### src/rtl/core/mwd_pkg.sv
`timescale 1ns / 1ps

package mwd_pkg;

   localparam int MAG_W     = 16;
   localparam int ONE_G_W   = 15;
   localparam int UG_W      = 24;
   localparam int TICK_W    = 16;
   localparam int BAND_W    = 20;
   localparam int CSR_IDX_W = 2;

   // half = one_g * ug / 1000000, done as ((one_g * ug) >> 6) / 15625
   // with a reciprocal multiply that is exact for a 33-bit dividend.
   localparam int PROD_W      = ONE_G_W + UG_W;
   localparam int PRE_SHIFT   = 6;
   localparam int SPLIT_W     = 17;
   localparam int RECIP_W     = 34;
   localparam int RECIP_SHIFT = 47;
   localparam int XH_W        = PROD_W - PRE_SHIFT - SPLIT_W;
   localparam int PP_HI_W     = XH_W + RECIP_W;
   localparam int PP_LO_W     = SPLIT_W + RECIP_W;
   localparam int SUM_W       = PP_HI_W + SPLIT_W + 1;
   localparam logic [RECIP_W-1:0] UG_RECIP = 34'd9007199255;

   localparam logic [UG_W-1:0]   INITIAL_UG_RST  = 24'd100000;
   localparam logic [UG_W-1:0]   CONTINUE_UG_RST = 24'd50000;
   localparam logic [TICK_W-1:0] HOLD_TICKS_RST  = 16'd60;

   typedef enum logic [CSR_IDX_W-1:0] {
      CSR_INITIAL_UG  = 2'd0,
      CSR_CONTINUE_UG = 2'd1,
      CSR_HOLD_TICKS  = 2'd2
   } csr_index_type;

   typedef enum logic {
      OP_SAMPLE = 1'b0,
      OP_TICK   = 1'b1
   } op_type;

   typedef struct packed {
      op_type               op;
      logic [MAG_W-1:0]     magnitude;
      logic [ONE_G_W-1:0]   one_g;
      logic                 last;
   } item_type;

   typedef struct packed {
      logic [ONE_G_W-1:0] lo;
      logic [BAND_W-1:0]  hi;
   } band_type;

   typedef struct packed {
      band_type init;
      band_type cont;
   } band_pair_type;

endpackage

### src/rtl/core/mwd_if.sv
`timescale 1ns / 1ps

interface mwd_req_if;
   import mwd_pkg::*;

   logic                 valid;
   logic                 ready;
   logic                 op;
   logic [MAG_W-1:0]     magnitude;
   logic [ONE_G_W-1:0]   one_g_count;
   logic                 last_in_batch;

   modport source (output valid, output op, output magnitude, output one_g_count,
                   output last_in_batch, input ready);
   modport sink (input valid, input op, input magnitude, input one_g_count,
                 input last_in_batch, output ready);
endinterface


### src/rtl/core/mwd_band_calc.sv
`timescale 1ns / 1ps

module mwd_band_calc (
   input  logic                          clock,
   input  logic [3:0]                    stage_en,
   input  logic [mwd_pkg::UG_W-1:0]      threshold_ug,
   input  logic [mwd_pkg::ONE_G_W-1:0]   one_g_s0,
   input  logic [mwd_pkg::ONE_G_W-1:0]   one_g_s3,
   output mwd_pkg::band_type             band
);
   import mwd_pkg::*;

   logic [PROD_W-1:0]  prod_ff, prod_in;
   logic [PP_HI_W-1:0] pp_hi_ff, pp_hi_in;
   logic [PP_LO_W-1:0] pp_lo_ff, pp_lo_in;
   logic [SUM_W-1:0]   sum;
   logic [BAND_W-1:0]  half_ff, half_in;
   band_type           band_ff, band_in;

   always_comb begin
      prod_in  = PROD_W'(one_g_s0) * PROD_W'(threshold_ug);
      // split the pre-shifted dividend so each product stays narrow
      pp_hi_in = PP_HI_W'(prod_ff[PROD_W-1:PRE_SHIFT+SPLIT_W]) * PP_HI_W'(UG_RECIP);
      pp_lo_in = PP_LO_W'(prod_ff[PRE_SHIFT+SPLIT_W-1:PRE_SHIFT]) * PP_LO_W'(UG_RECIP);
      sum      = SUM_W'({pp_hi_ff, {SPLIT_W{1'b0}}}) + SUM_W'(pp_lo_ff);
      half_in  = sum[RECIP_SHIFT+BAND_W-1:RECIP_SHIFT];
      band_in.hi = BAND_W'(one_g_s3) + half_ff;
      if (half_ff < BAND_W'(one_g_s3)) begin
         band_in.lo = ONE_G_W'(BAND_W'(one_g_s3) - half_ff);
      end else begin
         band_in.lo = '0;
      end
   end

   always_ff @(posedge clock) begin
      if (stage_en[0]) begin
         prod_ff <= prod_in;
      end
      if (stage_en[1]) begin
         pp_hi_ff <= pp_hi_in;
         pp_lo_ff <= pp_lo_in;
      end
      if (stage_en[2]) begin
         half_ff <= half_in;
      end
      if (stage_en[3]) begin
         band_ff <= band_in;
      end
   end

   assign band = band_ff;

endmodule

### src/rtl/core/mwd_pipe.sv
`timescale 1ns / 1ps

module mwd_pipe (
   input  logic                        clock,
   input  logic                        reset,
   mwd_req_if.sink                     req_if,
   input  logic [mwd_pkg::UG_W-1:0]    initial_ug,
   input  logic [mwd_pkg::UG_W-1:0]    continue_ug,
   output logic                        out_valid,
   input  logic                        out_ready,
   output mwd_pkg::item_type           out_item,
   output mwd_pkg::band_pair_type      out_bands
);
   import mwd_pkg::*;

   localparam int STAGES = 5;

   logic [STAGES-1:0] valid_ff, valid_in;
   logic [STAGES-1:0] free;
   item_type          item_ff [STAGES];
   item_type          req_item;

   always_comb begin
      req_item.op        = op_type'(req_if.op);
      req_item.magnitude = req_if.magnitude;
      req_item.one_g     = req_if.one_g_count;
      req_item.last      = req_if.last_in_batch;

      // a stage may load when empty or when its word moves on
      free[STAGES-1] = !valid_ff[STAGES-1] || out_ready;
      for (int k = STAGES - 2; k >= 0; k--) begin
         free[k] = !valid_ff[k] || free[k+1];
      end

      valid_in[0] = free[0] ? req_if.valid : valid_ff[0];
      for (int k = 1; k < STAGES; k++) begin
         valid_in[k] = free[k] ? valid_ff[k-1] : valid_ff[k];
      end
   end

   always_ff @(posedge clock) begin
      if (reset) begin
         valid_ff <= '0;
      end else begin
         valid_ff <= valid_in;
      end
   end

   always_ff @(posedge clock) begin
      if (free[0]) begin
         item_ff[0] <= req_item;
      end
      for (int k = 1; k < STAGES; k++) begin
         if (free[k]) begin
            item_ff[k] <= item_ff[k-1];
         end
      end
   end

   mwd_band_calc u_init_band (
      .clock        (clock),
      .stage_en     (free[4:1]),
      .threshold_ug (initial_ug),
      .one_g_s0     (item_ff[0].one_g),
      .one_g_s3     (item_ff[3].one_g),
      .band         (out_bands.init)
   );

   mwd_band_calc u_cont_band (
      .clock        (clock),
      .stage_en     (free[4:1]),
      .threshold_ug (continue_ug),
      .one_g_s0     (item_ff[0].one_g),
      .one_g_s3     (item_ff[3].one_g),
      .band         (out_bands.cont)
   );

   assign req_if.ready = free[0];
   assign out_valid    = valid_ff[STAGES-1];
   assign out_item     = item_ff[STAGES-1];

endmodule

### src/flat_wrapper.sv
// flat-port wrapper written by rule: the top's interface ports become plain ports
module mwd_pipe_flat import mwd_pkg::*;
  (clock, reset, initial_ug, continue_ug, out_valid, out_ready, out_item, out_bands, req_if_valid, req_if_op, req_if_magnitude, req_if_one_g_count, req_if_last_in_batch, req_if_ready);
  mwd_req_if req_if_i ();
  input  logic clock;
  input  logic reset;
  input  logic [mwd_pkg::UG_W-1:0] initial_ug;
  input  logic [mwd_pkg::UG_W-1:0] continue_ug;
  output logic out_valid;
  input  logic out_ready;
  output mwd_pkg::item_type out_item;
  output mwd_pkg::band_pair_type out_bands;
  input wire logic [$bits(req_if_i.valid)-1:0] req_if_valid;
  input wire logic [$bits(req_if_i.op)-1:0] req_if_op;
  input wire logic [$bits(req_if_i.magnitude)-1:0] req_if_magnitude;
  input wire logic [$bits(req_if_i.one_g_count)-1:0] req_if_one_g_count;
  input wire logic [$bits(req_if_i.last_in_batch)-1:0] req_if_last_in_batch;
  output wire logic [$bits(req_if_i.ready)-1:0] req_if_ready;
  assign req_if_i.valid = req_if_valid;
  assign req_if_i.op = req_if_op;
  assign req_if_i.magnitude = req_if_magnitude;
  assign req_if_i.one_g_count = req_if_one_g_count;
  assign req_if_i.last_in_batch = req_if_last_in_batch;
  assign req_if_ready = req_if_i.ready;
  mwd_pipe u_core (.clock(clock), .reset(reset), .req_if(req_if_i), .initial_ug(initial_ug), .continue_ug(continue_ug), .out_valid(out_valid), .out_ready(out_ready), .out_item(out_item), .out_bands(out_bands));
endmodule
### config.mk
export PLATFORM = sky130hd
export DESIGN_NAME = mwd_pipe_flat
export DESIGN_NICKNAME = d
export VERILOG_FILES = /design/src/rtl/core/mwd_pkg.sv /design/src/rtl/core/mwd_if.sv /design/src/rtl/core/mwd_band_calc.sv /design/src/rtl/core/mwd_pipe.sv /design/src/flat_wrapper.sv
export SDC_FILE = /design/constraint.sdc
export NUM_CORES = 2
export LEC_CHECK = 0
export BUFFER_PORTS_ARGS = -buffer_cell sky130_fd_sc_hd__buf_2
export CORE_MARGIN = 5
export CORE_UTILIZATION = 55
export CTS_BUF_LIST = sky130_fd_sc_hd__clkbuf_4 sky130_fd_sc_hd__clkbuf_8
export DETAILED_ROUTE_END_ITERATION = 16
export HOLD_SLACK_MARGIN = 0.02
export PLACE_DENSITY = 0.8
export SLEW_MARGIN = 15
export SYNTH_ARGS = -nofsm -noshare
export SYNTH_HDL_FRONTEND = slang
export SYNTH_HIERARCHICAL = 1
export SYNTH_SLANG_ARGS = --single-unit
### constraint.sdc
create_clock -name clock -period 9 [get_ports clock]
set_clock_uncertainty 0.05 [all_clocks]
set_input_delay 0.9 -clock clock [delete_from_list [all_inputs] [get_ports clock]]
set_output_delay 0.9 -clock clock [all_outputs]
set_load 0.005 [all_outputs]
[Yosys cells after proc, flatten, opt, wreduce, memory -nomap -nowiden]
Memory sizes are Yosys's and may differ from the RTL's.
Cells that the tools add are included.
Word-level totals
  bits in registers: 395
  memory bits (writable): 165
  input bits: 85
  output and inout bits: 105
  logic and storage cells: 52
  memories kept: 1
Operators by class
  add/subtract/negate cells: 6
  multipliers: 6
  order comparisons: 2
  muxes and demuxes: 10
  reduce and logical (&&, ||, !) cells: 10
Memory list
  u_core.item_ff: words 5, width 33, read ports 5, clocked after memory_dff 0, write ports 5, RTL line mwd_pipe.sv:20  | item_type item_ff [STAGES];
Operators with widths (number)
  67-bit by 51-bit adder with 67-bit output: 2
  17-bit by 34-bit multiplier with 51-bit output (second input constant): 2
  16-bit by 34-bit multiplier with 50-bit output (second input constant): 2
  15-bit by 24-bit multiplier with 39-bit output: 2
  15-bit by 20-bit adder with 20-bit output: 2
  20-bit by 15-bit less-than comparator with 1-bit output: 2
  15-bit subtractor: 2
  1-bit two-way mux: 10
  1-bit logical NOT: 5
  1-bit logical OR: 5

[Logic depth before layout (Yosys ltp)]
  word-level depth: 8
  gate-level depth with buffers: 25
  depth with buffers taken out: 24

[Hierarchy]
Netlist, hierarchy kept.
Modules (own cells, without submodules)
  mwd_band_calc at u_core.u_cont_band: instances 1, cells an instance 3563, area each 35776.8 um^2, seq. area each 5165.0 um^2
  mwd_band_calc at u_core.u_init_band: instances 1, cells an instance 3564, area each 35745.5 um^2, seq. area each 5165.0 um^2
  mwd_pipe: instances 1, cells an instance 187, area each 5166.2 um^2, seq. area each 5054.8 um^2

[Worst setup path before layout]
No wires, ideal clock.
  kind: input port to flip-flop
  start: in continue_ug[0] (netlist bit)
  end: reg u_core.u_cont_band.prod_ff[31] (data pin)
  library setup time: 258 ps
  arrival time: 6410 ps
  required time: 8692 ps
  path slack: 2282 ps
  cell stages on the path: 22
  path buffers: 1
  path through: clkbuf_1 -> nand2_1 -> fa_1 -> fa_1 -> inv_1 -> fa_1 -> fa_1 -> fa_1 -> inv_1 -> fa_1 -> inv_1 -> ha_1 -> a21oi_1 -> nand2_1 -> o21ai_0 -> a21o_1 -> a21oi_1 -> o21bai_1 -> o41ai_1 -> o21bai_1 -> a21oi_1 -> xnor2_1
On the way
  longest elaborated chain between the ends: 1
RTL lines
  start, declared: RTL line flat_wrapper.sv:8  | input logic [mwd_pkg::UG_W-1:0] continue_ug;
  15-bit by 24-bit multiplier with 39-bit output: RTL line mwd_band_calc.sv:21  | prod_in = PROD_W'(one_g_s0) * PROD_W'(threshold_ug);
  net u_core.u_cont_band.prod_in[31]: RTL line mwd_band_calc.sv:13  | logic [PROD_W-1:0] prod_ff, prod_in;
  end signal, assigned: RTL line mwd_band_calc.sv:37  | prod_ff <= prod_in;
  end, declared: RTL line mwd_band_calc.sv:13
The timed path passes the listed nets, and every way through them passes these cells.
A chain may end at the register's enable or synchronous reset.

==> impl_metrics.csv <==
group,metric,value,unit
hold_path,hold_path_class,"in2reg",
place,port_buffers,189,
clocking,clk_latency,0.79,ns
floorplan,std_cell_rows,137,
sta,worst_slew_pin_slew,1.18,ns
final_layout,fin_nets,9953,
setup_path,crit_required,9.44,ns
sta,min_period,7.62,ns
setup_path,crit_slowest_cell,"edfxtp_1",
synthesis,synth_warnings,6,
status,status,"completed",
routing,num_vias,51200,
synthesis,synth_top_flop_cell,"edfxtp_1",
global_route,antenna_found_initial,11,
clocking,cts.clk_slew.worst_paths,0.06,ns
hold_path,holdPathStages,1,
setup_path,cp.arrival,8.06,ns
sta,relSlewSlack,21.0,%
setup_path,worstPathCellList,"buf_4, nand2_1, fa_1, inv_1, fa_1, fa_1, fa_1, fa_1, inv_1, fa_1, inv_1, ha_1, a2111oi_0, a21oi_1, o21ai_0, o21ai_0, a21oi_1, o21ai_1, and2_1, a311oi_1, xnor2_1",
floorplan,coreArea,139000,um^2
routing,drtPass1Iterations,6,
sta,rsz0062_at_grt,"no",
synthesis,synth_xor_area_share,3.32,%
routing,drt_iter0_drc,3269,
synthesis,ys_seq_elements,514,
synthesis,synth-compound-area-share,6.84,%
synthesis,synth_cell_types,94,
sta,hold_viol,0,
synthesis,synth_edf_count,509,
global_route,grt_max_degree,76,
synthesis,synth_top_family_by_area,"adder cells",
place,hpwl,156,mm
clocking,ctsHtreeMaxLevel,3,
place,place_congestion,0.980,
floorplan,dieHeight,383,um
clocking,clock-sinks,514,
clocking,tritoncts,"built",
floorplan,start_util,55.2,%
synthesis,avgSynthCellArea,10.5,um^2
floorplan,die_area,147000,um^2
clocking,postCtsHoldBufs,0,
setup_path,r2r_cells,21,
sta,post-route-period-util,84.6,%
sta,fmax,0.131,GHz
synthesis,seq_area_frac_synth,20.1,%
global_route,grt_pass1_vias,55700,
setup_path,start_kind,"flop",
clocking,cts_root_buf,"clkbuf_8",
global_route,grt_first_pass_wirelength,300,mm
synthesis,synthCells,7314,
floorplan,io_pins,190,
flow_run,drv_cap,0,
setup_path,crit_path_max_incr_delay,0.99,ns
synthesis,synth_mux_area_share,0.0277,%
clocking,numCtsBuffers,89,
sta,setup_violations,0,
synthesis,synth-simple-area-share,9.00,%
setup_path,crit_path_frequent_cell,"fa_1",
routing,wl,187,mm
synthesis,ys_async_sr_fraction,0,%
setup_path,worstSetupPathType,"reg2reg",
final_layout,area_growth_syn_to_layout,6.30,%
clocking,clk_path_buf_depth,3,
global_route,overflow,0,
synthesis,synth_fa_ha_area_share,51.1,%
routing,drc_errors,0,
sta,report.final.slew_viol_count,0,
clocking,ctsResizeCount,0,
global_route,track_usage,26.0,%
setup_path,end_kind,"flop",
final_layout,final_common_cell,"inv_1",
synthesis,netlist_area,76700,um^2
clocking,post_cts_buffers,0,
floorplan,die_x,383,um
sta,setup_tns,0,ns
synthesis,synth.net_count,9781,
routing,routed_via_density,5.43,
final_layout,drive_gt1_share,5.59,%
routing,drtAntennaViolNets,0,
routing,wl_per_cell,19.8,um
setup_path,crit_fanout,27,
final_layout,layout_common_cells,"inv_1 (1830), fa_1 (1246), ha_1 (1136)",
[stage by stage]
step	setup WS [ns]	std cells	hold slack (ns)	cell area (um^2)	util (%)
CTS	1.43	9425	0.145	81500	58.6
global placement	1.72	9271	0.352	79700	57.4
floorplan	2.28	7314	0.350	76700	-
global route	1.06	9428	0.153	81500	58.6
detailed placement	1.47	9271	0.355	79700	57.4
finish	1.38	9428	0.230	81500	58.6
[logic make-up after synthesis]
group	count (synthesis)
fa+ha+maj	2382
buf+inv	1973
simple gates	1369
compound gates	783
flops	514
xor+xnor	291
mux	2
[area by class of cell]
| type | instances | area, um^2 |
|---|---|---|
| multi-input combinational | 4827 | 53900 |
| timing repair buffer | 223 | 1230 |
| sequential | 514 | 15400 |
| antenna | 3 | 7.51 |
| clock inverter | 46 | 418 |
| inverter | 1831 | 6880 |
| clock buffer | 108 | 1370 |
| tap | 1876 | 2350 |
| fill | 11500 | 57500 |
[worst max-delay path, delay by kind of cell, from the launching register on]
kind	cells	cell delay [ns]
buf+inv	4	0.59
compound gates	7	1.92
xor+xnor	1	0.13
simple gates	2	0.33
flops	1	0.99
fa+ha+maj	7	3.30
[worst paths after layout]
kind                                       startpoint                             end  slack (ns)
worst max-delay path             u_core/item_ff[0][4]  u_core/u_init_band/prod_ff[38]        1.38
worst min-delay path              req_if_magnitude[5]           u_core/item_ff[0][21]        0.23
worst max register to register   u_core/item_ff[0][4]  u_core/u_init_band/prod_ff[38]        1.38
worst min register to register  u_core/item_ff[2][10]           u_core/item_ff[3][10]        0.36
[synth_stat cells, types with 109 or more instances]
library cell / instances / area, um^2
fa_1: 1246 / 24900
ha_1: 1136 / 14200
and2_1: 386 / 2410
inv_1: 1830 / 6870
clkbuf_1: 133 / 499
nand2_1: 464 / 1740
xnor2_1: 190 / 1660
a21o_1: 149 / 1120
nor2_1: 185 / 694
o21ai_0: 109 / 546
a21oi_1: 248 / 1240
edfxtp_1: 509 / 15300
[state kept, by name (all words and copies together) (netlist names)]
signal and count:
u_core/u_init_band/pp_hi_ff 50, u_core/u_cont_band/half_ff 20, u_core/u_cont_band/prod_ff 33, u_core/u_init_band/half_ff 20, u_core/u_cont_band/pp_lo_ff 34, u_core/u_cont_band/band 35
u_core/u_init_band/pp_lo_ff 34, u_core/u_cont_band/pp_hi_ff 50, u_core/item_ff 165, u_core/u_init_band/prod_ff 33, u_core/u_init_band/band 35, u_core/valid_ff 5
[metal layers]
metal	global-route usage (%)	routed length, um
met4	7.22	5130
met2	43.0	88600
met5	0	14
met3	4.67	13400
met1	35.4	79600
Power is left out: the tool's default activity adds up to more than one toggle a clock period on the data nets, which glitch-free logic cannot reach.
