<file path="config.mk">
export PLATFORM = sky130hd
export DESIGN_NAME = mwd_track_flat
export DESIGN_NICKNAME = d
export VERILOG_FILES = /design/src/rtl/core/mwd_pkg.sv /design/src/rtl/core/mwd_if.sv /design/src/rtl/core/mwd_track.sv /design/src/flat_wrapper.sv
export SDC_FILE = /design/constraint.sdc
export NUM_CORES = 1
export LEC_CHECK = 0
export ABC_CLOCK_PERIOD_IN_PS = 9800
export BUFFER_PORTS_ARGS = -buffer_cell sky130_fd_sc_hd__buf_2
export CAP_MARGIN = 5
export CORE_MARGIN = 5
export CORE_UTILIZATION = 50
export CTS_BUF_LIST = sky130_fd_sc_hd__clkbuf_4 sky130_fd_sc_hd__clkbuf_8
export CTS_CLUSTER_DIAMETER = 30
export DETAILED_ROUTE_END_ITERATION = 6
export GPL_TIMING_DRIVEN = 0
export PLACE_DENSITY_LB_ADDON = 0.08
export REMOVE_ABC_BUFFERS = 1
export SLEW_MARGIN = 20
export SYNTH_ARGS = -nofsm -noshare
export SYNTH_HDL_FRONTEND = slang
export SYNTH_SLANG_ARGS = --single-unit
</file>
<file path="constraint.sdc">
create_clock -name clock -period 9.8 [get_ports clock]
set_clock_uncertainty 0.1 [all_clocks]
set_input_delay 2.45 -clock clock [delete_from_list [all_inputs] [get_ports clock]]
set_output_delay 2.45 -clock clock [all_outputs]
set_load 0.01 [all_outputs]
</file>
<file path="src/rtl/core/mwd_pkg.sv">
`timescale 1ns / 1ps

package mwd_pkg;

   localparam int MAG_W     = 16;
   localparam int ONE_G_W   = 15;
   localparam int UG_W      = 24;
   localparam int TICK_W    = 16;
   localparam int BAND_W    = 20;
   localparam int CSR_IDX_W = 2;

   // half = one_g * ug / 1000000, done as ((one_g * ug) >> 6) / 15625
   // with a reciprocal multiply that is exact for a 33-bit dividend.
   localparam int PROD_W      = ONE_G_W + UG_W;
   localparam int PRE_SHIFT   = 6;
   localparam int SPLIT_W     = 17;
   localparam int RECIP_W     = 34;
   localparam int RECIP_SHIFT = 47;
   localparam int XH_W        = PROD_W - PRE_SHIFT - SPLIT_W;
   localparam int PP_HI_W     = XH_W + RECIP_W;
   localparam int PP_LO_W     = SPLIT_W + RECIP_W;
   localparam int SUM_W       = PP_HI_W + SPLIT_W + 1;
   localparam logic [RECIP_W-1:0] UG_RECIP = 34'd9007199255;

   localparam logic [UG_W-1:0]   INITIAL_UG_RST  = 24'd100000;
   localparam logic [UG_W-1:0]   CONTINUE_UG_RST = 24'd50000;
   localparam logic [TICK_W-1:0] HOLD_TICKS_RST  = 16'd60;

   typedef enum logic [CSR_IDX_W-1:0] {
      CSR_INITIAL_UG  = 2'd0,
      CSR_CONTINUE_UG = 2'd1,
      CSR_HOLD_TICKS  = 2'd2
   } csr_index_type;

   typedef enum logic {
      OP_SAMPLE = 1'b0,
      OP_TICK   = 1'b1
   } op_type;

   typedef struct packed {
      op_type               op;
      logic [MAG_W-1:0]     magnitude;
      logic [ONE_G_W-1:0]   one_g;
      logic                 last;
   } item_type;

   typedef struct packed {
      logic [ONE_G_W-1:0] lo;
      logic [BAND_W-1:0]  hi;
   } band_type;

   typedef struct packed {
      band_type init;
      band_type cont;
   } band_pair_type;

endpackage

</file>
<file path="src/rtl/core/mwd_if.sv">


interface mwd_rsp_if;
   logic valid;
   logic ready;
   logic moving;
   logic started_moving;
   logic out_of_band;

   modport source (output valid, output moving, output started_moving,
                   output out_of_band, input ready);
   modport sink (input valid, input moving, input started_moving,
                 input out_of_band, output ready);
endinterface

</file>
<file path="src/rtl/core/mwd_track.sv">
`timescale 1ns / 1ps

module mwd_track (
   input  logic                        clock,
   input  logic                        reset,
   input  logic                        in_valid,
   output logic                        in_ready,
   input  mwd_pkg::item_type           in_item,
   input  mwd_pkg::band_pair_type      in_bands,
   input  logic [mwd_pkg::TICK_W-1:0]  hold_ticks,
   mwd_rsp_if.source                   rsp_if
);
   import mwd_pkg::*;

   logic [ONE_G_W-1:0] cached_one_g_ff, cached_one_g_in;
   band_pair_type      bands_ff, bands_in;
   logic               batch_hit_ff, batch_hit_in;
   logic [TICK_W-1:0]  hold_left_ff, hold_left_in;
   logic               rsp_valid_ff, rsp_valid_in;
   logic               moving_ff, moving_in;
   logic               started_ff, started_in;
   logic               oob_ff, oob_in;

   logic               out_free;
   logic               has_result;
   logic               take;
   logic               moving_now;
   logic               recompute;
   band_pair_type      use_bands;
   band_type           sel;
   logic               outside;
   logic               hit;
   logic [TICK_W-1:0]  hold_load;

   always_comb begin
      out_free   = !rsp_valid_ff || rsp_if.ready;
      has_result = (in_item.op == OP_TICK) || in_item.last;
      in_ready   = !has_result || out_free;
      take       = in_valid && in_ready;

      moving_now = hold_left_ff != '0;
      recompute  = in_item.one_g != cached_one_g_ff;
      use_bands  = recompute ? in_bands : bands_ff;
      sel        = moving_now ? use_bands.cont : use_bands.init;
      outside    = ({1'b0, sel.lo} > in_item.magnitude) ||
                   (BAND_W'(in_item.magnitude) > sel.hi);
      hit        = batch_hit_ff || outside;
      hold_load  = (hold_ticks == '0) ? TICK_W'(1) : hold_ticks;

      cached_one_g_in = cached_one_g_ff;
      bands_in        = bands_ff;
      batch_hit_in    = batch_hit_ff;
      hold_left_in    = hold_left_ff;
      rsp_valid_in    = rsp_valid_ff && !rsp_if.ready;
      started_in      = 1'b0;
      oob_in          = 1'b0;

      if (take) begin
         if (in_item.op == OP_TICK) begin
            if (moving_now) begin
               hold_left_in = hold_left_ff - TICK_W'(1);
            end
         end else begin
            if (recompute) begin
               cached_one_g_in = in_item.one_g;
               bands_in        = in_bands;
            end
            if (in_item.last) begin
               batch_hit_in = 1'b0;
               oob_in       = hit;
               if (hit) begin
                  started_in   = !moving_now;
                  hold_left_in = hold_load;
               end
            end else begin
               batch_hit_in = hit;
            end
         end
         if (has_result) begin
            rsp_valid_in = 1'b1;
         end
      end
      moving_in = hold_left_in != '0;
   end

   always_ff @(posedge clock) begin
      if (reset) begin
         cached_one_g_ff <= '0;
         bands_ff        <= '0;
         batch_hit_ff    <= 1'b0;
         hold_left_ff    <= '0;
         rsp_valid_ff    <= 1'b0;
      end else begin
         cached_one_g_ff <= cached_one_g_in;
         bands_ff        <= bands_in;
         batch_hit_ff    <= batch_hit_in;
         hold_left_ff    <= hold_left_in;
         rsp_valid_ff    <= rsp_valid_in;
      end
   end

   always_ff @(posedge clock) begin
      if (take && has_result) begin
         moving_ff  <= moving_in;
         started_ff <= started_in;
         oob_ff     <= oob_in;
      end
   end

   assign rsp_if.valid          = rsp_valid_ff;
   assign rsp_if.moving         = moving_ff;
   assign rsp_if.started_moving = started_ff;
   assign rsp_if.out_of_band    = oob_ff;

endmodule

</file>
<file path="src/flat_wrapper.sv">
// flat-port wrapper written by rule: the top's interface ports become plain ports
module mwd_track_flat import mwd_pkg::*;
  (clock, reset, in_valid, in_ready, in_item, in_bands, hold_ticks, rsp_if_valid, rsp_if_moving, rsp_if_started_moving, rsp_if_out_of_band, rsp_if_ready);
  mwd_rsp_if rsp_if_i ();
  input  logic clock;
  input  logic reset;
  input  logic in_valid;
  output logic in_ready;
  input  mwd_pkg::item_type in_item;
  input  mwd_pkg::band_pair_type in_bands;
  input  logic [mwd_pkg::TICK_W-1:0] hold_ticks;
  output wire logic [$bits(rsp_if_i.valid)-1:0] rsp_if_valid;
  output wire logic [$bits(rsp_if_i.moving)-1:0] rsp_if_moving;
  output wire logic [$bits(rsp_if_i.started_moving)-1:0] rsp_if_started_moving;
  output wire logic [$bits(rsp_if_i.out_of_band)-1:0] rsp_if_out_of_band;
  input wire logic [$bits(rsp_if_i.ready)-1:0] rsp_if_ready;
  assign rsp_if_valid = rsp_if_i.valid;
  assign rsp_if_moving = rsp_if_i.moving;
  assign rsp_if_started_moving = rsp_if_i.started_moving;
  assign rsp_if_out_of_band = rsp_if_i.out_of_band;
  assign rsp_if_i.ready = rsp_if_ready;
  mwd_track u_core (.clock(clock), .reset(reset), .in_valid(in_valid), .in_ready(in_ready), .in_item(in_item), .in_bands(in_bands), .hold_ticks(hold_ticks), .rsp_if(rsp_if_i));
endmodule
</file>
# --- After elaboration in Yosys (flattened, before gate mapping) ---
# Index checks and enable logic that the tools add are counted.
totals:
  register_bits: 106
  input_bits: 123
  out_inout_bits: 5
op_classes:
  n_addsub: 1
  n_lt_le_gt_ge: 2
  n_eq_ne: 1
  muxes: 11
  bitwise_logic: 4
  reduce_logical: 19
ops:
  columns: ["operator", "count"]
  rows:
  - ["$mux 16", 6]
  - ["$mux 70", 1]
  - ["$mux 35", 1]
  - ["$reduce_bool 16->1", 2]
  - ["$gt 16x20->1", 1]
  - ["$gt 15x16->1", 1]
  - ["$logic_not 16->1", 1]
  - ["$sub 16x1->16 const B", 1]
  - ["$ne 15x15->1", 1]
  - ["$logic_or 1x1->1", 5]
  - ["$logic_not 1->1", 4]
  - ["$not 1->1", 4]
  - ["$reduce_or 4->1", 1]
  - ["$logic_and 1x1->1", 3]
  - ["$mux 1", 3]
  - ["$reduce_and 3->1", 1]
  - ["$reduce_or 3->1", 1]
  - ["$reduce_and 2->1", 1]

# --- Logic depth before layout (Yosys ltp) ---
# Gate-level depths: netlist (run 1).
logic_depth:
  ltp_word: 11
  ltp_mapped: 24

# --- Least setup slack after synthesis (run 1) ---
# Ideal clock, no wire load.
synth_timing:
  path_type: "input to register"
  start: "input port in_item[2] (netlist name)"
  end: "register u_core.moving_ff, in the netlist u_core.rsp_if.moving (data pin)"
  setup_ps: 278
  arrival_ps: 6451
  slack_ps: 2970
  stages: 18
  n_path_buf: 3
  path_cell_list: "xor2_1 > nor4_1 > and2_0 > clkbuf_1 > buf_1 > nor2_1 > a31oi_1 > ha_1 > a21o_1 > a21o_1 > a21oi_1 > nor3_1 > o311ai_1 > clkbuf_1 > a311oi_1 > o41a_1 > nor4_1 > nand4_1"
synth_via:
  elab_chain_len: 11
synth_lines:
  columns: ["item", "line", "source"]
  rows:
  - ["from (decl)", "flat_wrapper.sv:9", "input mwd_pkg::item_type in_item;"]
  - ["$ne 15x15->1 (*)", "mwd_track.sv:42", "recompute = in_item.one_g != cached_one_g_ff;"]
  - ["$mux 70 (*)", "mwd_track.sv:43", "use_bands = recompute ? in_bands : bands_ff;"]
  - ["$mux 35 (*)", "mwd_track.sv:44", "sel = moving_now ? use_bands.cont : use_bands.init;"]
  - ["$gt 16x20->1 or $gt 15x16->1 (tied branches)", "mwd_track.sv:46, mwd_track.sv:45", null]
  - ["$logic_or 1x1->1 (*)", "mwd_track.sv:45", "outside = ({1'b0, sel.lo} > in_item.magnitude) ||"]
  - ["$logic_or 1x1->1 (*)", "mwd_track.sv:47", "hit = batch_hit_ff || outside;"]
  - ["$mux 16 (*)", "mwd_track.sv:71", "if (hit) begin"]
  - ["$mux 16 (*)", "mwd_track.sv:68", "if (in_item.last) begin"]
  - ["$mux 16 (*)", "mwd_track.sv:59", "if (in_item.op == OP_TICK) begin"]
  - ["$mux 16 (*)", "mwd_track.sv:58", "if (take) begin"]
  - ["$reduce_bool 16->1 (*)", "mwd_track.sv:83", "moving_in = hold_left_in != '0;"]
  - ["named net u_core.moving_in", "mwd_track.sv:20", "logic moving_ff, moving_in;"]
  - ["to (signal assigned)", "mwd_track.sv:104", "moving_ff <= moving_in;"]
  - ["to (decl)", "mwd_track.sv:20", null]
# Mark *: on every way through the listed nets, which the timed path passes. The rest lies on a longest branch.
# A chain may end at the register's enable or synchronous reset.

# --- Worst setup path in the final report (run 1) ---
layout_timing:
  start: "input port in_item[1] (netlist name)"
  end: "register u_core.moving_ff, in the netlist u_core.rsp_if.moving (data pin)"
# The elaborated chain is that of the path after synthesis.

==> flow_metrics.py, run 1 <==
metrics = {
    "timing": {
        "fin_crit_ns": 7.21,
        "fmax_ghz": 0.139,
        "min_period_over_period_pct": 73.6,
        "tightest_slew_ns": 0.836,
        "maxSlewViolCount": 0,
        "finalSetupViolations": 0,
        "hold_viol": 0,
        "slew_headroom_pct": 44.1,
        "rsz0062_at_grt": "no",
    },
    "clock_network": {
        "cts_hold_buf": 0,
        "cts_sinks": 106,
        "cts-root-buf": "clkbuf_8",
        "cts_resized": 0,
        "cts_buffers": 9,
        "cts_tree": "built",
        "clock_latency_ns": 0.38,
        "cts_buffer_depth": 2,
        "htreeDepth": 3,
        "clk_pin_slew_ns": 0.11,
        "cts_setup_buffers": 0,
    },
    "power": {
        "p_leak_nw": 3.15,
        "peakVddDrop_uv": 153,
        "power_density_mw_per_mm2": 249,
        "total_power_mw": 1.90,
    },
    "worst_setup_path": {
        "cp.arrival_ns": 7.21,
        "reg2reg_slack_ns": 3.58,
        "cp_max_fo": 67,
        "path_cells": "buf_2 > xnor2_1 > nand4_1 > nor4_1 > and2_4 > nor2_1 > a31oi_1 > ha_1 > a21o_1 > a21o_1 > a21oi_1 > nor3_1 > o311ai_4 > nand2_1 > o311a_1 > nor4_1 > nand4_1",
        "cp_num_cells": 17,
        "criticalPathCategory": "input port to flip-flop",
        "endpoint_kind": "flip-flop",
        "critPathRequiredTime_ns": 9.79,
        "rr_worst_depth": 18,
        "critPathBufInv": 1,
        "cpPeakStageDelay_ns": 0.73,
        "critical_path.top_delay_family": "simple AND/OR/NAND/NOR gates",
        "critPathLaunchType": "input port",
        "reg2reg_from": "u_core.hold_left_ff[6]",
        "cp_slowest_cell": "and2_4",
        "r2r_end": "u_core.rsp_if.moving",
    },
    "synth": {
        "yosysTopAreaCell": "dfxtp_1",
        "yosys.area.top_type_share_pct": 31.3,
        "syn_area_per_cell_um2": 6.83,
        "synth_ff_type": "dfxtp_1",
        "synthArstFlopShare_pct": 0,
        "synth_edf_count": 3,
        "ys_seq_elements": 106,
        "ys_warn_count": 0,
        "synthTopCellsByArea": "dfxtp_1 31%, nand2_1 20%, a21oi_1 8.3%",
        "synthCells": 965,
        "ys_seq_area_share_pct": 32.6,
        "synth_area_mm2": 0.00659,
        "yosysUniqueCellTypes": 59,
    },
    "global_route": {
        "grt_max_degree": 68,
        "grt_pass1_vias": 5942,
        "use_met2_pct": 35.8,
        "antenna_found_initial": 0,
        "grt_use_total_pct": 22.4,
        "busiest_layer": "met2",
        "met3_usage_pct": 3.95,
        "overflow": 0,
        "grt_pass1_wl_mm": 29.5,
        "use_met1_pct": 31.0,
    },
    "detailed_routing": {
        "wl_per_cell_um": 14.6,
        "drtIter0Drc": 714,
        "ant_nets": 0,
        "vias": 6778,
        "via_per_inst": 5.53,
        "dr.pass1.iters": 6,
        "finalWirelength_mm": 17.9,
        "drc": 0,
    },
    "floorplan": {
        "core_area_mm2": 0.0131,
        "die_w_um": 125,
        "die_height_um": 125,
        "ios": 128,
        "rows": 42,
        "die-area_mm2": 0.0156,
        "start_util_pct": 50.4,
    },
    "finish": {
        "layout_commonest_cell": "nand2_1",
        "multi_input_area_mm2": 0.00410,
        "mostFrequentLayoutCells": "345 x nand2_1, 126 x buf_2, 110 x a21oi_1",
        "drive_above_1_share_pct": 16.1,
        "fillers": 1305,
        "design_area_mm2": 0.00763,
        "stdcell_count": 1226,
        "area.sequential_mm2": 0.00215,
        "syn_to_final_growth_pct": 15.7,
        "nets": 1200,
        "num_antenna_cells": 0,
    },
    "placement": {
        "placed_area_mm2": 0.00742,
        "dp_hpwl_mm": 12.5,
        "place.gp.congestion": 0.918,
        "io_buffers": 127,
        "dpl.cell_count": 1210,
    },
    "worst_hold_path": {
        "hold_class": "flip-flop to flip-flop",
        "hp-start": "u_core.bands_ff[54]",
        "hold_depth": 2,
        "holdPathEnd": "u_core.bands_ff[54]",
    },
    "status": {
        "status": "complete, no violations",
    },
    "job": {
        "drv_cap": 0,
    },
}
[cell usage after synthesis, drive strengths merged (5+ instances only)]
cell,instances
nor3,12
nand3,29
nor2b,8
o21ai,34
clkbuf,58
o211ai,7
a2111o,7
a21oi,110
a211oi,5
ha,32
nand2,345
a31oi,22
mux2i,5
nor4,14
buf,9
a21o,7
nand4,17
or4,7
dfxtp,103
inv,30
nor2,36
xnor2,12
or3,5
[power breakdown]
group | leakage (nW) | switching (mW) | internal (mW)
sequential | 0.869 | 0.0411 | 0.472
combinational | 2.17 | 0.667 | 0.423
clock | 0.111 | 0.160 | 0.138
[state kept, by name (all words and copies together), names as in the netlist]
signal and count:
u_core.hold_left_ff 16, u_core.bands_ff 70, u_core.rsp_if.started_moving 1, u_core.rsp_if.out_of_band 1, u_core.rsp_if.valid 1, u_core.cached_one_g_ff 15, u_core.batch_hit_ff 1, u_core.rsp_if.moving 1
[worst register-to-register path, delay by kind of cell (launching register included)]
family | cells | cell delay [ns]
buf+inv | 1 | 0.25
fa+ha+maj | 1 | 0.27
flops | 1 | 0.39
simple gates | 10 | 3.12
compound gates | 6 | 1.80
[stage by stage]
stage | hold slack, ns | setup slack [ns] | utilization [%] | setup TNS, ns
global placement | 0.341 | -1.19 | 54.8 | -97.83
floorplan | 0.325 | 1.70 | - | 0
CTS | 0.361 | 2.62 | 58.3 | 0
detailed placement | 0.346 | 2.21 | 56.7 | 0
global route | 0.374 | 2.13 | 58.3 | 0
finish | 0.358 | 2.59 | 58.3 | 0
[layer usage]
| layer | routed length (um) | part of all wire [%] |
|---|---|---|
| met5 | 0 | 0 |
| met4 | 279 | 1.6 |
| met3 | 1060 | 5.9 |
| met2 | 8160 | 46 |
| met1 | 8400 | 47 |
[final cells by class]
| class | count | area share (%) |
|---|---|---|
| Clock buffer | 12 | 2.08 |
| Sequential cell | 106 | 28.2 |
| Clock inverter | 4 | 0.738 |
| Timing Repair Buffer | 136 | 10.9 |
| Multi-Input combinational cell | 762 | 53.7 |
| Inverter | 30 | 1.48 |
| Tap cell | 176 | 2.89 |
[worst max-delay path by stage]
| stage | startpoint | endpoint | slack, ns |
|---|---|---|---|
| 5_1_grt | in_item[1] | u_core.rsp_if.moving | 2.13 |
| 4_1_cts | in_item[1] | u_core.rsp_if.moving | 2.62 |
| 2_1_floorplan | in_item[2] | u_core.rsp_if.moving | 1.70 |
| 3_3_place_gp | in_item[1] | u_core.bands_ff[16] | -1.19 |
| 6_report | in_item[1] | u_core.rsp_if.moving | 2.59 |
| 3_5_place_dp | in_item[1] | u_core.rsp_if.moving | 2.21 |
[cell families (layout without fill, tap and decap cells)]
| group | after synthesis | after routing | synth area share [%] |
|---|---|---|---|
| AOI/OAI and AO/OA | 227 | 227 | 21.8 |
| adders and majority gates | 32 | 32 | 6.07 |
| and+or+nand+nor | 482 | 482 | 30.7 |
| DFF | 106 | 106 | 32.6 |
| buffers and inverters | 97 | 182 | 5.92 |
| xor gates and xnor gates | 15 | 15 | 1.99 |
| muxes | 6 | 6 | 0.930 |
Note: power is estimated with default switching activity, not from simulation.
==> inputs of run 2 (changes only) <==
ABC_CLOCK_PERIOD_IN_PS = 6700   (was 9800)
clock period = 6.7 ns   (was 9.8 ns; I/O delays follow)
==> flow_metrics.py, run 2 (synthesized netlist as in run 1, its figures left out) <==
metrics = {
    "worst_setup_path": {
        "endpoint_kind": "flip-flop",
        "reg2reg_slack_ns": 0.44,
        "cp-startpoint": "in_item[1]",
        "criticalPathCategory": "input port to flip-flop",
        "critical_path.top_delay_family": "simple AND/OR/NAND/NOR gates",
        "crit_top_cell": "nand4_1",
        "cpPeakStageDelay_ns": 0.79,
        "cp.arrival_ns": 6.32,
        "cp_slowest_cell": "and2_2",
        "reg2reg_from": "u_core.hold_left_ff[6]",
        "path_cells": "buf_2 > xnor2_1 > nand4_1 > nor4_2 > and2_2 > o21ai_0 > ha_1 > nand4_1 > a211oi_1 > o31a_1 > o2111ai_4 > a2111o_1 > o311a_1 > nor4_1 > nand4_1",
        "critPathRequiredTime_ns": 6.70,
        "critPathBufInv": 1,
        "critPathLaunchType": "input port",
        "cp_max_fo": 33,
    },
    "placement": {
        "place.gp.congestion": 0.918,
        "dp_hpwl_mm": 12.5,
        "dpl.cell_count": 1210,
        "io_buffers": 127,
    },
    "finish": {
        "mostFrequentLayoutCells": "345 x nand2_1, 126 x buf_2, 110 x a21oi_1",
        "nets": 1201,
        "stdcell_count": 1227,
        "largest_register": "u_core.bands_ff",
        "drive_above_1_share_pct": 16.3,
        "syn_to_final_growth_pct": 15.9,
        "reg_top3": "u_core.bands_ff (70), u_core.hold_left_ff (16), u_core.cached_one_g_ff (15)",
        "num_antenna_cells": 0,
        "largest_register_ffs": 70,
        "layout_commonest_cell": "nand2_1",
    },
    "floorplan": {
        "die-area_mm2": 0.0156,
        "ios": 128,
        "die_w_um": 125,
        "core_area_mm2": 0.0131,
        "rows": 42,
        "start_util_pct": 50.4,
        "die_height_um": 125,
    },
    "timing": {
        "maxSlewViolCount": 0,
        "fmax_ghz": 0.158,
        "fin_crit_ns": 6.32,
        "setup_tns_ns": 0,
        "tightest_slew_ns": 0.853,
        "hold_viol": 0,
        "rsz0062_at_grt": "no",
        "finalSetupViolations": 0,
        "whs_ns": 0.358,
        "slew_headroom_pct": 43.0,
        "min_period_over_period_pct": 94.4,
    },
    "worst_hold_path": {
        "hold_class": "flip-flop to flip-flop",
        "hp-start": "u_core.bands_ff[54]",
    },
    "global_route": {
        "grt_max_degree": 68,
        "grt_pass1_wl_mm": 29.5,
        "antenna_found_initial": 0,
        "overflow": 0,
        "grt_pass1_vias": 5942,
        "grt_use_total_pct": 22.4,
    },
    "clock_network": {
        "cts_tree": "built",
        "htreeDepth": 3,
        "cts_buffer_depth": 2,
        "clock_latency_ns": 0.38,
        "clk_pin_slew_ns": 0.11,
        "cts_sinks": 106,
        "cts_buffers": 9,
        "cts-root-buf": "clkbuf_8",
    },
    "detailed_routing": {
        "via_per_inst": 5.54,
        "drtIter0Drc": 655,
        "vias": 6796,
        "finalWirelength_mm": 18.3,
        "drc": 0,
        "wl_per_cell_um": 14.9,
        "ant_nets": 0,
        "dr.pass1.iters": 6,
    },
    "power": {
        "p_leak_nw": 3.16,
        "peakVddDrop_uv": 227,
        "power_density_mw_per_mm2": 365,
    },
    "status": {
        "status": "complete, no violations",
    },
    "job": {
        "drv_cap": 0,
    },
}
run 2: changes by cell type in the layout (fill, tap and decap cells not counted), sizes merged:
cell,change
and2,+1
run 2: power by group:
| group | switching (mW) | leakage (nW) | internal, mW |
|---|---|---|---|
| combinational | 0.981 | 2.18 | 0.619 |
| clock | 0.238 | 0.111 | 0.201 |
| sequential | 0.0599 | 0.869 | 0.691 |
run 2: path summary, 6_finish.rpt:
kind,end,cells after the start
max,u_core.rsp_if.moving,15
min,u_core.bands_ff[54],2
max reg2reg,u_core.rsp_if.moving,18
min reg2reg,u_core.bands_ff[54],2
run 2: metal layers:
metal	track usage, %	vias to the layer above	wire length [um]
met2	35.8	206	8360
li1	-	3476	-
met3	3.95	25	1090
met4	6.38	0	297
met1	31.0	3089	8540
met5	0	-	0
run 2: layout make-up:
type	count	area (um2)
Clock buffer	12	159
Inverter	30	113
Sequential cell	106	2150
Tap cell	176	220
Clock inverter	4	56.3
Fill cell	1305	5440
Multi-Input combinational cell	763	4110
Timing Repair Buffer	136	831
run 2: worst min-delay path: cells and delay by family, from the launching register on:
kind / cells / cell delay [ns]
AOI/OAI and AO/OA: 1 / 0.05
DFF: 1 / 0.32
and+or+nand+nor: 1 / 0.05
run 2: timing repair:
| action | 4_1_cts | 5_1_grt |
|---|---|---|
| buffers inserted | 0 | 0 |
| resized for setup | 0 | 1 |
| hold buffers | 0 | 0 |
| endpoints found under the setup margin | 0 | 1 |
run 2: through the flow:
step	instance area (um2)	total power [mW]	worst slack, ns	util (%)
6_report	7640	2.79	0.377	58.4
2_1_floorplan	6320	1.85	-0.630	-
4_1_cts	7630	2.79	0.298	58.3
3_5_place_dp	7420	2.36	-0.114	56.7
3_3_place_gp	7170	2.27	-3.52	54.8
5_1_grt	7640	3.06	0.0390	58.4
==> inputs of run 3 (changes only) <==
CTS_BUF_LIST = sky130_fd_sc_hd__clkbuf_8   (was sky130_fd_sc_hd__clkbuf_4 sky130_fd_sc_hd__clkbuf_8)
==> flow_metrics.py, run 3 (synthesized netlist as in run 1, its figures left out) <==
metrics = {
    "status": {
        "status": "complete, no violations",
    },
    "power": {
        "switching_power_mw": 1.28,
        "clkPwrFrac_pct": 15.6,
        "switching_share_pct": 45.9,
        "total_power_mw": 2.78,
        "peakVddDrop_uv": 227,
        "pwr-share-seq_pct": 27.0,
        "p_comb_share_pct": 57.5,
        "power_density_mw_per_mm2": 364,
        "p_int_mw": 1.51,
        "p_leak_nw": 3.16,
    },
    "finish": {
        "layout_commonest_cell": "nand2_1",
        "design_area_mm2": 0.00764,
        "nets": 1201,
        "largest_register_ffs": 70,
        "largest_register": "u_core.bands_ff",
        "drive_above_1_share_pct": 16.2,
        "reg_top3": "u_core.bands_ff (70), u_core.hold_left_ff (16), u_core.cached_one_g_ff (15)",
        "fillers": 1305,
        "mostFrequentLayoutCells": "345 x nand2_1, 126 x buf_2, 110 x a21oi_1",
        "num_antenna_cells": 0,
        "syn_to_final_growth_pct": 15.9,
    },
    "clock_network": {
        "cts_setup_buffers": 0,
        "clock_latency_ns": 0.38,
        "cts_sinks": 106,
        "cts_tree": "built",
        "cts_buffer_depth": 2,
        "cts-root-buf": "clkbuf_8",
        "cts_buffers": 9,
        "clk_pin_slew_ns": 0.11,
        "htreeDepth": 3,
    },
    "worst_hold_path": {
        "hold_class": "flip-flop to flip-flop",
    },
    "worst_setup_path": {
        "endpoint_kind": "flip-flop",
        "critPathRequiredTime_ns": 6.70,
        "criticalPathCategory": "input port to flip-flop",
        "critical_path.top_delay_family": "simple AND/OR/NAND/NOR gates",
        "cp_slowest_cell": "and2_2",
        "critPathBufInv": 1,
        "cpPeakStageDelay_ns": 0.79,
        "cp.arrival_ns": 6.32,
        "path_cells": "buf_2 > xnor2_1 > nand4_1 > nor4_2 > and2_2 > o21ai_0 > ha_1 > nand4_1 > a211oi_1 > o31a_1 > o2111ai_4 > a2111o_1 > o311a_1 > nor4_1 > nand4_1",
        "critPathLaunchType": "input port",
        "cp_max_fo": 33,
        "crit_top_cell": "nand4_1",
    },
    "placement": {
        "io_buffers": 127,
        "dp_hpwl_mm": 12.5,
        "place.gp.congestion": 0.918,
        "place_ws_ns": -0.114,
        "placed_area_mm2": 0.00742,
    },
    "floorplan": {
        "die_w_um": 125,
        "rows": 42,
        "die_height_um": 125,
        "ios": 128,
        "start_util_pct": 50.4,
        "core_area_mm2": 0.0131,
        "die-area_mm2": 0.0156,
    },
    "detailed_routing": {
        "dr.pass1.iters": 6,
        "drc": 0,
        "finalWirelength_mm": 18.3,
        "wl_per_cell_um": 14.9,
        "drtIter0Drc": 655,
        "vias": 6794,
        "via_per_inst": 5.54,
        "ant_nets": 0,
    },
    "timing": {
        "setup_tns_ns": 0,
        "fmax_ghz": 0.158,
        "setup_ws_ns": 0.376,
        "finalSetupViolations": 0,
        "tightest_slew_ns": 0.854,
        "rsz0062_at_grt": "no",
        "maxSlewViolCount": 0,
        "fin_crit_ns": 6.32,
        "slew_headroom_pct": 42.9,
        "whs_ns": 0.358,
        "hold_viol": 0,
        "min_period_over_period_pct": 94.4,
    },
    "global_route": {
        "grt_max_degree": 68,
        "grt_pass1_vias": 5942,
        "grt_pass1_wl_mm": 29.5,
        "antenna_found_initial": 0,
        "grt_use_total_pct": 22.4,
        "overflow": 0,
    },
    "job": {
        "drv_cap": 0,
    },
}
run 3: cell type report:
cell class	instances	area [um2]	share of cell area, %
well taps	176	220	2.88
multi-input cells	763	4110	53.8
inverters	30	113	1.47
flip-flops and latches	106	2150	28.2
repair buffers	136	831	10.9
clock inverters	5	60.1	0.786
clock buffers	11	151	1.98
run 3: what timing repair did:
action | 4_1_cts | 5_1_grt
endpoints found under the setup margin | 0 | 1
resized for setup | 0 | 1
hold buffers | 0 | 0
run 3: final timing paths:
path	end	slack, ns	from	cells past startpoint
worst max-delay path	u_core.rsp_if.moving	0.38	in_item[1]	15
worst min-delay path	u_core.bands_ff[54]	0.36	u_core.bands_ff[54]	2
worst max register to register	u_core.rsp_if.moving	0.44	u_core.hold_left_ff[6]	18
worst min register to register	u_core.bands_ff[54]	0.36	u_core.bands_ff[54]	2
run 3: metrics by stage:
stage,utilization [%],cells
final,58.4,1227
after global routing,58.4,1227
after CTS,58.3,1226
after detailed placement,56.7,1210
after global placement,54.8,1201
after floorplan,-,898
run 3: power by group through the flow:
| stage | Clock (mW) | Combinational [mW] | Sequential (mW) |
|---|---|---|---|
| finish | 0.434 | 1.60 | 0.751 |
| global route | 0.474 | 1.82 | 0.761 |
| CTS | 0.442 | 1.60 | 0.749 |
| detailed placement | 0 | 1.59 | 0.764 |
| global placement | 0 | 1.50 | 0.762 |
| floorplan | 0 | 1.10 | 0.750 |
run 3: worst reg2reg max path: cells and delay by family (launching register included):
family          cells  cell delay, ns
fa+ha+maj           1            0.27
flops               1            0.39
simple gates       10            3.17
compound gates      6            1.82
buf+inv             1            0.25
run 3: layer usage:
layer	global-route usage, %	vias up	share of wire [%]
li1	-	3476	-
met1	31.0	3091	47
met2	35.8	204	46
met3	3.95	23	5.9
met4	6.38	0	1.5
met5	0	-	0
